[src/design/ppr_pkg.sv]
// ----------------------------------------------------------------------------
// ppr_pkg: shared constants for the parabola point rasterizer
// Coordinate width, register map and internal field widths.
// ----------------------------------------------------------------------------
package ppr_pkg;

  // width of the pixel coordinate outputs, 8 to 32
  localparam int unsigned CoordBits = 14;

  // configuration register map
  localparam int unsigned CfgIdxW  = 2;
  localparam int unsigned CfgDataW = 12;

  localparam logic [CfgIdxW-1:0] RegCenterX     = 2'd0;
  localparam logic [CfgIdxW-1:0] RegCenterY     = 2'd1;
  localparam logic [CfgIdxW-1:0] RegHeightBound = 2'd2;

  localparam logic [CfgDataW-1:0] HeightBoundReset = 12'd94;

  // curve walk state widths
  localparam int unsigned OffXW = 8;
  localparam int unsigned OffYW = 13;
  localparam int unsigned DecW  = 20;

  // region one start value of the decision term
  localparam logic signed [DecW-1:0] DecStart = 20'sd1;
  // (2x+1)^2 at x = 2, the only point where region two is entered
  localparam logic signed [DecW-1:0] EnterSq = 20'sd25;

endpackage

[src/design/parabola_point_rasterizer.sv]
// ----------------------------------------------------------------------------
// parabola_point_rasterizer: midpoint rasterizer for y = x*x/4
// Walks the curve up from its apex one step per input transfer and returns
// the point and its mirror about the axis, or a single done marker.
// ----------------------------------------------------------------------------
//
//  channel   direction  handshake                 payload
//  -------   ---------  ------------------------  ---------------------------
//  in        in         in_valid_i / in_ready_o   restart_i
//  out       out        out_valid_o / out_ready_i pixel_x_o pixel_y_o
//                                                 pixel_valid_o last_o
//                                                 finished_o
//  cfg       in         cfg_valid_i / cfg_ready_o cfg_index_i cfg_data_i
//
//  A step is done in the cycle its input transfer happens; the result pair
//  sits in one result register and leaves over two output transfers (one for
//  a done marker). The next input is taken in the cycle the last result of
//  the pair leaves. Reset clears the walk state, returns the registers to
//  their reset values and empties the result register. The cfg port is
//  always ready.
// ----------------------------------------------------------------------------
module parabola_point_rasterizer (
  input  logic                              clk_i,
  input  logic                              rst_ni,

  input  logic                              in_valid_i,
  output logic                              in_ready_o,
  input  logic                              restart_i,

  output logic                              out_valid_o,
  input  logic                              out_ready_i,
  output logic signed [ppr_pkg::CoordBits-1:0] pixel_x_o,
  output logic signed [ppr_pkg::CoordBits-1:0] pixel_y_o,
  output logic                              pixel_valid_o,
  output logic                              last_o,
  output logic                              finished_o,

  input  logic                              cfg_valid_i,
  output logic                              cfg_ready_o,
  input  logic [ppr_pkg::CfgIdxW-1:0]       cfg_index_i,
  input  logic [ppr_pkg::CfgDataW-1:0]      cfg_data_i
);

  typedef struct packed {
    logic done;   // curve complete marker, no point
    logic fin;
    logic [ppr_pkg::CoordBits-1:0] px;
    logic [ppr_pkg::CoordBits-1:0] nx;
    logic [ppr_pkg::CoordBits-1:0] py;
  } result_t;

  // configuration registers
  logic signed [ppr_pkg::CfgDataW-1:0] center_x_q, center_y_q;
  logic [ppr_pkg::CfgDataW-1:0]        height_bound_q;

  // walk state
  logic [ppr_pkg::OffXW-1:0]       off_x_q, off_x_d;
  logic [ppr_pkg::OffYW-1:0]       off_y_q, off_y_d;
  logic                            region2_q, region2_d;
  logic signed [ppr_pkg::DecW-1:0] dec_q, dec_d;

  // result register
  logic    res_pend_q, res_phase_q;
  result_t res_q, res_d;

  logic in_xfer, out_xfer, out_final;

  // effective state after an optional restart
  logic [ppr_pkg::OffXW-1:0]       cur_x;
  logic [ppr_pkg::OffYW-1:0]       cur_y;
  logic                            cur_r2;
  logic signed [ppr_pkg::DecW-1:0] cur_dec;
  logic                            complete;

  logic                            r1_ystep, r2_xstep;
  logic [ppr_pkg::OffYW-1:0]       r1_y;
  logic [ppr_pkg::OffXW-1:0]       r1_x;
  logic [ppr_pkg::OffYW:0]         r1_y_p1;
  logic signed [ppr_pkg::DecW-1:0] r1_dec, r1_enter_dec, r2_dec;

  logic signed [31:0] sum_px, sum_nx, sum_py;

  assign cfg_ready_o = 1'b1;

  assign out_xfer   = res_pend_q & out_ready_i;
  assign out_final  = out_xfer & (res_q.done | res_phase_q);
  assign in_ready_o = ~res_pend_q | out_final;
  assign in_xfer    = in_valid_i & in_ready_o;

  always_comb begin
    cur_x   = restart_i ? '0 : off_x_q;
    cur_y   = restart_i ? '0 : off_y_q;
    cur_r2  = restart_i ? 1'b0 : region2_q;
    cur_dec = restart_i ? ppr_pkg::DecStart : dec_q;

    complete = cur_y > {1'b0, height_bound_q};

    // region one: step x, step y when the midpoint lies below the curve
    r1_ystep = cur_dec[ppr_pkg::DecW-1];
    r1_y     = cur_y + {{(ppr_pkg::OffYW-1){1'b0}}, r1_ystep};
    r1_x     = cur_x + 8'd1;
    r1_dec   = cur_dec + (r1_ystep ? 20'sd4 : 20'sd0)
             - $signed({{(ppr_pkg::DecW-ppr_pkg::OffXW-1){1'b0}}, cur_x, 1'b0})
             - 20'sd3;
    r1_y_p1      = {1'b0, r1_y} + 14'd1;
    r1_enter_dec = $signed({2'b00, r1_y_p1, 4'b0000}) - ppr_pkg::EnterSq;

    // region two: step y, step x while the midpoint stays inside
    r2_xstep = ~cur_dec[ppr_pkg::DecW-1];
    r2_dec   = cur_dec + 20'sd16
             - (r2_xstep ?
                $signed({{(ppr_pkg::DecW-ppr_pkg::OffXW-3){1'b0}}, cur_x, 3'b000}) + 20'sd8
                : 20'sd0);

    if (complete) begin
      off_x_d   = cur_x;
      off_y_d   = cur_y;
      region2_d = cur_r2;
      dec_d     = cur_dec;
    end else if (!cur_r2) begin
      off_x_d   = r1_x;
      off_y_d   = r1_y;
      region2_d = r1_x >= 8'd2;
      dec_d     = (r1_x >= 8'd2) ? r1_enter_dec : r1_dec;
    end else begin
      off_x_d   = cur_x + {{(ppr_pkg::OffXW-1){1'b0}}, r2_xstep};
      off_y_d   = cur_y + 13'd1;
      region2_d = 1'b1;
      dec_d     = r2_dec;
    end

    sum_px = 32'(center_x_q) + $signed({24'b0, cur_x});
    sum_nx = 32'(center_x_q) - $signed({24'b0, cur_x});
    sum_py = 32'(center_y_q) + $signed({19'b0, cur_y});

    res_d.done = complete;
    res_d.fin  = off_y_d > {1'b0, height_bound_q};
    res_d.px   = sum_px[ppr_pkg::CoordBits-1:0];
    res_d.nx   = sum_nx[ppr_pkg::CoordBits-1:0];
    res_d.py   = sum_py[ppr_pkg::CoordBits-1:0];
  end

  always_ff @(posedge clk_i or negedge rst_ni) begin
    if (!rst_ni) begin
      center_x_q     <= '0;
      center_y_q     <= '0;
      height_bound_q <= ppr_pkg::HeightBoundReset;
      off_x_q        <= '0;
      off_y_q        <= '0;
      region2_q      <= 1'b0;
      dec_q          <= ppr_pkg::DecStart;
      res_pend_q     <= 1'b0;
      res_phase_q    <= 1'b0;
    end else begin
      if (cfg_valid_i) begin
        unique case (cfg_index_i)
          ppr_pkg::RegCenterX:     center_x_q     <= cfg_data_i;
          ppr_pkg::RegCenterY:     center_y_q     <= cfg_data_i;
          ppr_pkg::RegHeightBound: height_bound_q <= cfg_data_i;
          default: ;
        endcase
      end
      if (in_xfer) begin
        off_x_q     <= off_x_d;
        off_y_q     <= off_y_d;
        region2_q   <= region2_d;
        dec_q       <= dec_d;
        res_pend_q  <= 1'b1;
        res_phase_q <= 1'b0;
      end else if (out_final) begin
        res_pend_q  <= 1'b0;
      end else if (out_xfer) begin
        // right point gone, left point next
        res_phase_q <= 1'b1;
      end
    end
  end

  always_ff @(posedge clk_i) begin
    if (in_xfer) begin
      res_q <= res_d;
    end
  end

  assign out_valid_o   = res_pend_q;
  assign pixel_x_o     = res_q.done ? '0 : (res_phase_q ? res_q.nx : res_q.px);
  assign pixel_y_o     = res_q.done ? '0 : res_q.py;
  assign pixel_valid_o = ~res_q.done;
  assign last_o        = res_q.done | res_phase_q;
  assign finished_o    = res_q.done | res_q.fin;

endmodule
[config.mk]
export PLATFORM = sky130hd
export DESIGN_NAME = parabola_point_rasterizer
export DESIGN_NICKNAME = d
export VERILOG_FILES = /design/src/design/ppr_pkg.sv /design/src/design/parabola_point_rasterizer.sv
export SDC_FILE = /design/constraint.sdc
export NUM_CORES = 1
export LEC_CHECK = 0
export BUFFER_PORTS_ARGS = -buffer_cell sky130_fd_sc_hd__buf_2
export CAP_MARGIN = 20
export CORE_MARGIN = 5
export CORE_UTILIZATION = 50
export DETAILED_ROUTE_END_ITERATION = 12
export PLACE_DENSITY = 0.67
export SYNTH_ARGS = -nofsm -noshare
export SYNTH_HDL_FRONTEND = slang
export SYNTH_SLANG_ARGS = --single-unit
[constraint.sdc]
create_clock -name clk_i -period 5.1 [get_ports clk_i]
set_input_delay 1.275 -clock clk_i [delete_from_list [all_inputs] [get_ports clk_i]]
set_output_delay 1.275 -clock clk_i [all_outputs]
set_load 0.01 [all_outputs]
==> results of run 1 <==
-- final timing paths --
path / endpoint / from / slack [ns] / cells past startpoint
min in group asynchronous: dec_q[15] / rst_ni / 0.91 / 1
max in group asynchronous: height_bound_q[1] / rst_ni / 3.25 / 2
setup / recovery: res_q[42] / restart_i / 0.22 / 22
setup reg to reg: res_q[42] / off_y_q[0] / 0.68 / 21
hold reg to reg: dec_q[9] / dec_q[9] / 0.48 / 2
hold / removal: dec_q[9] / dec_q[9] / 0.48 / 2
-- metrics by stage --
step                utilization  setup slack, ns  area, um2  setup TNS (ns)
detailed placement        0.552           -0.235      12000           -1.21
finish                    0.580            0.221      12600               0
global route              0.580         0.000730      12600               0
CTS                       0.580            0.201      12600               0
floorplan                     -          -0.0663      11000         -0.0663
global placement          0.552           -0.169      12000          -0.780
-- flip-flops by register name, indices dropped and copies added, names as in the netlist, 8 cells and up --
register        cells
off_x_q             8
off_y_q            13
center_y_q         12
dec_q              20
center_x_q         12
res_q              41
height_bound_q     12
-- final cells by class --
| cell class | count | area, um2 | share of cell area |
|---|---|---|---|
| well taps | 280 | 350 | 0.0278 |
| inverters | 90 | 340 | 0.0270 |
| repair buffers | 147 | 988 | 0.0786 |
| clock buffers | 17 | 425 | 0.0338 |
| flip-flops and latches | 121 | 3240 | 0.258 |
| multi-input cells | 973 | 7060 | 0.561 |
| clock inverters | 15 | 179 | 0.0142 |
-- cells in the final DEF (no fill, tap or decap), types with 11 or more instances in the layout --
cell type,instances
sky130_fd_sc_hd__mux2_2,39
sky130_fd_sc_hd__xnor2_1,76
sky130_fd_sc_hd__o21ai_0,74
sky130_fd_sc_hd__a21oi_1,73
sky130_fd_sc_hd__ha_1,99
sky130_fd_sc_hd__nor2b_1,35
sky130_fd_sc_hd__dfrtp_1,74
sky130_fd_sc_hd__mux2i_1,22
sky130_fd_sc_hd__o21ai_1,14
sky130_fd_sc_hd__xor2_1,31
sky130_fd_sc_hd__nand2b_1,41
sky130_fd_sc_hd__buf_2,51
sky130_fd_sc_hd__nand3_1,21
sky130_fd_sc_hd__clkbuf_16,17
sky130_fd_sc_hd__a21o_1,15
sky130_fd_sc_hd__and3_1,11
sky130_fd_sc_hd__nand2_1,93
sky130_fd_sc_hd__buf_4,95
sky130_fd_sc_hd__nor3_1,31
sky130_fd_sc_hd__inv_1,87
sky130_fd_sc_hd__edfxtp_1,41
sky130_fd_sc_hd__nor2_1,96
-- logic make-up (layout without fill, tap and decap cells) --
| kind of cell | after synthesis | count (layout) |
|---|---|---|
| AND/OR/NAND/NOR | 409 | 409 |
| multiplexers | 63 | 63 |
| other | 1 | 1 |
| AO/OA/AOI/OAI | 285 | 285 |
| adder cells (fa/ha/maj) | 105 | 105 |
| buffers and inverters | 154 | 269 |
| flip-flops | 121 | 121 |
| XOR/XNOR | 110 | 110 |
-- critical path: cells and delay by family --
kind / cells / cell delay, ns
xor gates and xnor gates: 1 / 0.16
AOI/OAI and AO/OA: 14 / 2.14
and+or+nand+nor: 3 / 0.73
adders and majority gates: 2 / 0.44
buffers and inverters: 2 / 0.30
-- layer usage --
layer,track usage,routed length (um)
met4,0.0774,743
met1,0.301,12700
met5,0,0
met2,0.388,13300
met3,0.0334,1620
-- power groups by stage --
stage / Clock [W] / Combinational [W] / Sequential (W)
floorplan: 0 / 0.00258 / 0.00142
global placement: 0 / 0.00337 / 0.00155
detailed placement: 0 / 0.00343 / 0.00156
CTS: 0.00129 / 0.00346 / 0.00154
global route: 0.00135 / 0.00387 / 0.00158
finish: 0.00128 / 0.00346 / 0.00155
==> flow_metrics.py, run 1 <==
metrics = {
    "clock_tree": {
        "clk_pin_slew_worst_setup_hold_paths_ns": 0.07,
        "clock-root-buffer": "sky130_fd_sc_hd__clkbuf_16",
        "tritoncts": "done",
        "clk_latency_ns": 0.42,
        "hold_buffers": 0,
        "clkSinkCount": 121,
        "post_cts_resize_count": 0,
        "clock_tree.htree_level_count": 4,
        "tritoncts.num_buffers": 17,
        "buffers_inserted_by_post_cts_timing_repair": 0,
        "cts.path.max_buffers": 2,
    },
    "final_layout": {
        "final_nets": 1472,
        "num-fill-cells": 1937,
        "area_growth_syn_to_layout_pct": 15.0,
        "antenna_cells_inserted": 0,
        "drive_gt1_frac": 0.200,
        "finalNonFillerCells": 1643,
    },
    "power": {
        "power_report.internal_total_w": 0.00362,
        "power.total_w": 0.00628,
        "netSwitchingPower_w": 0.00266,
        "peakVddDrop_v": 0.000343,
        "sw_frac": 0.423,
        "leakage_nw": 5.74,
        "power.clock.fraction": 0.204,
        "pwr-share-seq": 0.246,
        "power_frac_comb": 0.550,
        "power_density_nw_per_um2": 499,
    },
    "sta": {
        "final_count_of_pins_violating_max_slew": 0,
        "timing.clock.skew_ns": 0.0107,
        "timing.final.hold_violations": 0,
        "tightest_slew_ns": 0.963,
        "layout_min_cycle_time_ns": 4.88,
        "max_freq_ghz": 0.205,
        "finalCritPeriodShare": 0.957,
        "holdWs_ns": 0.476,
        "slew_headroom": 0.355,
        "rsz_0062_raised_after_global_routing": "no",
        "finalSetupViolCount": 0,
    },
    "critical_path": {
        "timing.critical_path.to_type": "flop",
        "crit_path_kind": "in -> reg",
        "crit_fanout": 6,
        "slowest_cp_cell": "sky130_fd_sc_hd__or4_4",
        "crit_path_max_incr_delay_ns": 0.56,
        "critical_path.startpoint_type": "primary input",
        "worst_path_required_time_ns": 5.27,
        "crit_path_cell_trace": "buf_2, nor2b_1, inv_1, ha_1, a21boi_0, o21bai_1, a21oi_1, o21ai_0, a211oi_1, o31a_1, or4_4, xor2_1, ha_1, o21a_1, o21ai_0, nand2b_1, a21oi_1, o21ai_0, a21o_1, a21o_1, a21oi_1, o21bai_1",
        "critPathArrivalTime_ns": 5.05,
    },
    "place": {
        "port-buffer-count": 52,
        "place.detailed.instances": 1611,
        "routabilityCongestion": 0.908,
        "dp_hpwl_mm": 21.7,
    },
    "logic_synthesis": {
        "post_synth.cell_area_avg_um2": 8.77,
        "synth.top_cell.area_share": 0.169,
        "synthArstFlopShare": 0.661,
        "synth_seq_area_share": 0.296,
        "yosysMostFrequentCell": "sky130_fd_sc_hd__ha_1",
        "post_synth_top_area_cell": "sky130_fd_sc_hd__dfrtp_1",
        "synthFlopType": "sky130_fd_sc_hd__dfrtp_1",
        "synth-compound-area-share": 0.166,
        "synthDistinctLibCells": 102,
        "syn-cell-area_um2": 10900,
        "synth_top_family_by_area": "simple AND/OR/NAND/NOR gates",
        "mappedNetlistNets": 1370,
        "synth-xor-area-share": 0.0912,
        "synth_edf_count": 41,
        "synth_adder_area_share": 0.122,
        "synthesis.instances": 1248,
        "postSynthRegisterBits": 121,
        "netlist_top_cells_count": "99 x sky130_fd_sc_hd__ha_1, 96 x sky130_fd_sc_hd__nor2_1, 93 x sky130_fd_sc_hd__nand2_1",
        "yosysWarningCount": 0,
        "post_synth_mux_area_share": 0.0636,
        "synth_top_cells_by_area": "sky130_fd_sc_hd__dfrtp_1 17%, sky130_fd_sc_hd__ha_1 11%, sky130_fd_sc_hd__edfxtp_1 11%, sky130_fd_sc_hd__xnor2_1 6.1%, sky130_fd_sc_hd__mux2_2 4.0%",
        "synth-simple-area-share": 0.202,
    },
    "drt": {
        "routed-via-count": 9323,
        "final_antenna_net_count": 0,
        "post-route-drc-count": 0,
        "post_route_wl_mm": 28.3,
        "drt_pre_antenna_iters": 5,
        "detail_route.vias_per_cell": 5.67,
        "drt-wirelength-per-cell_um": 17.2,
        "dr.first_iter.drc_count": 540,
    },
    "global_route": {
        "grt_pass1_vias": 8982,
        "antenna_found_initial": 0,
        "grt.overflow.total": 0,
        "grt_start_max_net_pins": 50,
        "grt_first_pass_wirelength_mm": 45.6,
        "track_usage": 0.229,
    },
    "floorplan": {
        "initial_utilization": 0.504,
        "row_count": 54,
        "core_area_um2": 21700,
        "boundaryPins": 54,
        "total_die_area_um2": 24900,
        "die_w_um": 158,
        "chipHeight_um": 158,
    },
    "min_path": {
        "min_path_type": "reg -> reg",
    },
    "run": {
        "drv_cap": 0,
    },
    "status": {
        "run_status": "finished, final reports clean",
    },
}
(Power assumes the default switching activity.)
==> run 2: changes to the inputs <==
Settings changed: PLACE_DENSITY 0.67 to 0.64.
==> run 2 against run 1 <==
Final area stayed put. Fmax rose by 1.9%. Die area stayed put. Combinational power about the same. Sequential share of layout area stayed put. Clock power barely moved. Clock skew up 0.00091 ns. Setup slack better by 0.092 ns. Largest cell class unchanged. Routed wire length shrank 1.0%.
==> flow_metrics.py, run 2 (synthesized netlist as in run 1, its figures left out) <==
metrics = {
    "final_layout": {
        "antenna_cells_inserted": 0,
        "final_nets": 1473,
        "largest_register_ffs": 41,
        "reg_with_most_ffs": "res_q",
        "reg_top3": "res_q x41, dec_q x20, off_y_q x13",
        "area_growth_syn_to_layout_pct": 15.0,
        "drive_gt1_frac": 0.200,
        "final_common_cell": "sky130_fd_sc_hd__ha_1",
        "final_cell_mix": "99 x sky130_fd_sc_hd__ha_1, 96 x sky130_fd_sc_hd__nor2_1, 96 x sky130_fd_sc_hd__buf_4, 93 x sky130_fd_sc_hd__nand2_1, 87 x sky130_fd_sc_hd__inv_1",
        "finalCoreUtilization": 0.580,
    },
    "clock_tree": {
        "clock-root-buffer": "sky130_fd_sc_hd__clkbuf_16",
        "clkSinkCount": 121,
        "tritoncts.num_buffers": 17,
        "clk_pin_slew_worst_setup_hold_paths_ns": 0.06,
        "clock_tree.htree_level_count": 4,
        "clk_latency_ns": 0.42,
        "cts.path.max_buffers": 2,
        "tritoncts": "done",
    },
    "critical_path": {
        "crit_fanout": 10,
        "worst_path_required_time_ns": 5.27,
        "setup.worst_path.start": "restart_i",
        "crit_path_cell_trace": "buf_2, nor2b_1, inv_1, ha_1, or2_2, nor2b_1, o22ai_1, o21ai_0, a211oi_1, o31a_1, buf_4, nor3b_1, xnor2_1, ha_1, a21o_1, a21o_1, a21oi_1, o21ai_0, a21o_1, a21o_1, a21oi_1, o21bai_1",
        "critPathTopFamily": "compound AO/OA/AOI/OAI gates",
        "reg2reg_to": "res_q[42]",
        "reg2regPathDepth": 21,
        "critPathArrivalTime_ns": 4.95,
        "rrSetupSlack_ns": 0.67,
        "crit_buf_inv": 3,
        "reg2reg_from": "off_y_q[0]",
        "critical_path.most_common_cell": "sky130_fd_sc_hd__a21o_1",
        "crit_path_max_incr_delay_ns": 0.31,
        "crit_path_kind": "in -> reg",
        "slowest_cp_cell": "sky130_fd_sc_hd__o31a_1",
        "critical_path.startpoint_type": "primary input",
        "timing.critical_path.to_type": "flop",
    },
    "min_path": {
        "hold_end": "dec_q[2]",
        "hold_depth": 2,
        "worstHoldStart": "dec_q[2]",
        "min_path_type": "reg -> reg",
    },
    "drt": {
        "routed-via-count": 9203,
        "drt-wirelength-per-cell_um": 17.1,
        "detail_route.vias_per_cell": 5.60,
        "post_route_wl_mm": 28.0,
        "dr.first_iter.drc_count": 611,
        "final_antenna_net_count": 0,
        "drt_pre_antenna_iters": 5,
        "post-route-drc-count": 0,
    },
    "floorplan": {
        "boundaryPins": 54,
        "die_w_um": 158,
        "row_count": 54,
        "core_area_um2": 21700,
        "initial_utilization": 0.504,
        "total_die_area_um2": 24900,
        "chipHeight_um": 158,
    },
    "sta": {
        "rsz_0062_raised_after_global_routing": "no",
        "timing.final.hold_violations": 0,
        "slew_headroom": 0.330,
        "final_count_of_pins_violating_max_slew": 0,
        "layout_min_cycle_time_ns": 4.79,
        "tightest_slew_ns": 1.00,
        "finalSetupViolCount": 0,
        "timing.clock.skew_ns": 0.0117,
        "finalCritPeriodShare": 0.939,
        "max_freq_ghz": 0.209,
    },
    "power": {
        "leakage_nw": 5.73,
        "power.total_w": 0.00626,
        "peakVddDrop_v": 0.000301,
        "power_density_nw_per_um2": 498,
    },
    "global_route": {
        "track_usage": 0.229,
        "grt.overflow.total": 0,
        "grt_first_pass_wirelength_mm": 45.5,
        "grt_start_max_net_pins": 46,
        "antenna_found_initial": 0,
        "grt_pass1_vias": 8824,
    },
    "place": {
        "port-buffer-count": 52,
        "dp_hpwl_mm": 21.3,
        "routabilityCongestion": 0.907,
    },
    "run": {
        "drv_cap": 0,
    },
    "status": {
        "run_status": "finished, final reports clean",
    },
}
-- run 2: cell count changes in the layout (fill, tap and decap cells not counted), sizes merged --
cell      previous run  this run
buf                147       148
inv                100        96
clkinvlp             1         2
clkinv               2         5
-- run 2: final cells by class --
type                            instances  area, um2
Inverter                               90        340
Tap cell                              280        350
Fill cell                            1939       9100
Timing Repair Buffer                  148        996
Clock inverter                         15        164
Sequential cell                       121       3240
Clock buffer                           17        425
Multi-Input combinational cell        973       7070
-- run 2: how the worst max path moves through the flow --
stage                 to  slack [ns]  cells after the start
6_report       res_q[42]        0.31                     22
5_1_grt        res_q[42]       0.004                     22
4_1_cts        dec_q[14]        0.30                     20
3_5_place_dp   dec_q[14]       -0.13                     20
3_3_place_gp   dec_q[14]       -0.06                     20
2_1_floorplan  res_q[42]       -0.07                     26
-- run 2: stage by stage --
step	worst slack, ns	area, um2	TNS (ns)	hold slack (ns)	std cells
floorplan	-0.0663	11000	-0.0663	0.440	1248
global placement	-0.0616	12000	-0.258	0.457	1612
detailed placement	-0.126	12000	-0.714	0.462	1612
CTS	0.297	12600	0	0.476	1644
global route	0.00440	12600	0	0.507	1644
finish	0.312	12600	0	0.471	1644
-- run 2: where the power goes --
part           total, W  internal, W  switching, W
clock network   0.00125     0.000729      0.000517
logic           0.00346      0.00160       0.00186
registers       0.00155      0.00129      0.000264
total           0.00626      0.00362       0.00264
-- run 2: timing repair --
action / in CTS / in global routing
setup buffers: 0 / 0
resized for setup: 0 / 4
endpoints found under the setup margin: 0 / 6
hold buffers: 0 / 0
-- run 2: worst reg2reg max path, stage by stage, from the launching register on --
cell and delay (ns):
sky130_fd_sc_hd__dfrtp_1 0.59, sky130_fd_sc_hd__nor2b_1 0.23, sky130_fd_sc_hd__inv_1 0.08, sky130_fd_sc_hd__ha_1 0.18, sky130_fd_sc_hd__or2_2 0.28, sky130_fd_sc_hd__nor2b_1 0.14, sky130_fd_sc_hd__o22ai_1 0.11, sky130_fd_sc_hd__o21ai_0 0.12
sky130_fd_sc_hd__a211oi_1 0.22, sky130_fd_sc_hd__o31a_1 0.31, sky130_fd_sc_hd__buf_4 0.22, sky130_fd_sc_hd__nor3b_1 0.07, sky130_fd_sc_hd__xnor2_1 0.20, sky130_fd_sc_hd__ha_1 0.29, sky130_fd_sc_hd__a21o_1 0.16, sky130_fd_sc_hd__a21o_1 0.17
sky130_fd_sc_hd__a21oi_1 0.16, sky130_fd_sc_hd__o21ai_0 0.10, sky130_fd_sc_hd__a21o_1 0.18, sky130_fd_sc_hd__a21o_1 0.17, sky130_fd_sc_hd__a21oi_1 0.13, sky130_fd_sc_hd__o21bai_1 0.09
-- run 2: metal layers --
metal | share of wire | GRT usage
met5 | 0 | 0
met4 | 0.017 | 0.0590
met3 | 0.038 | 0.0295
met2 | 0.47 | 0.381
met1 | 0.47 | 0.315
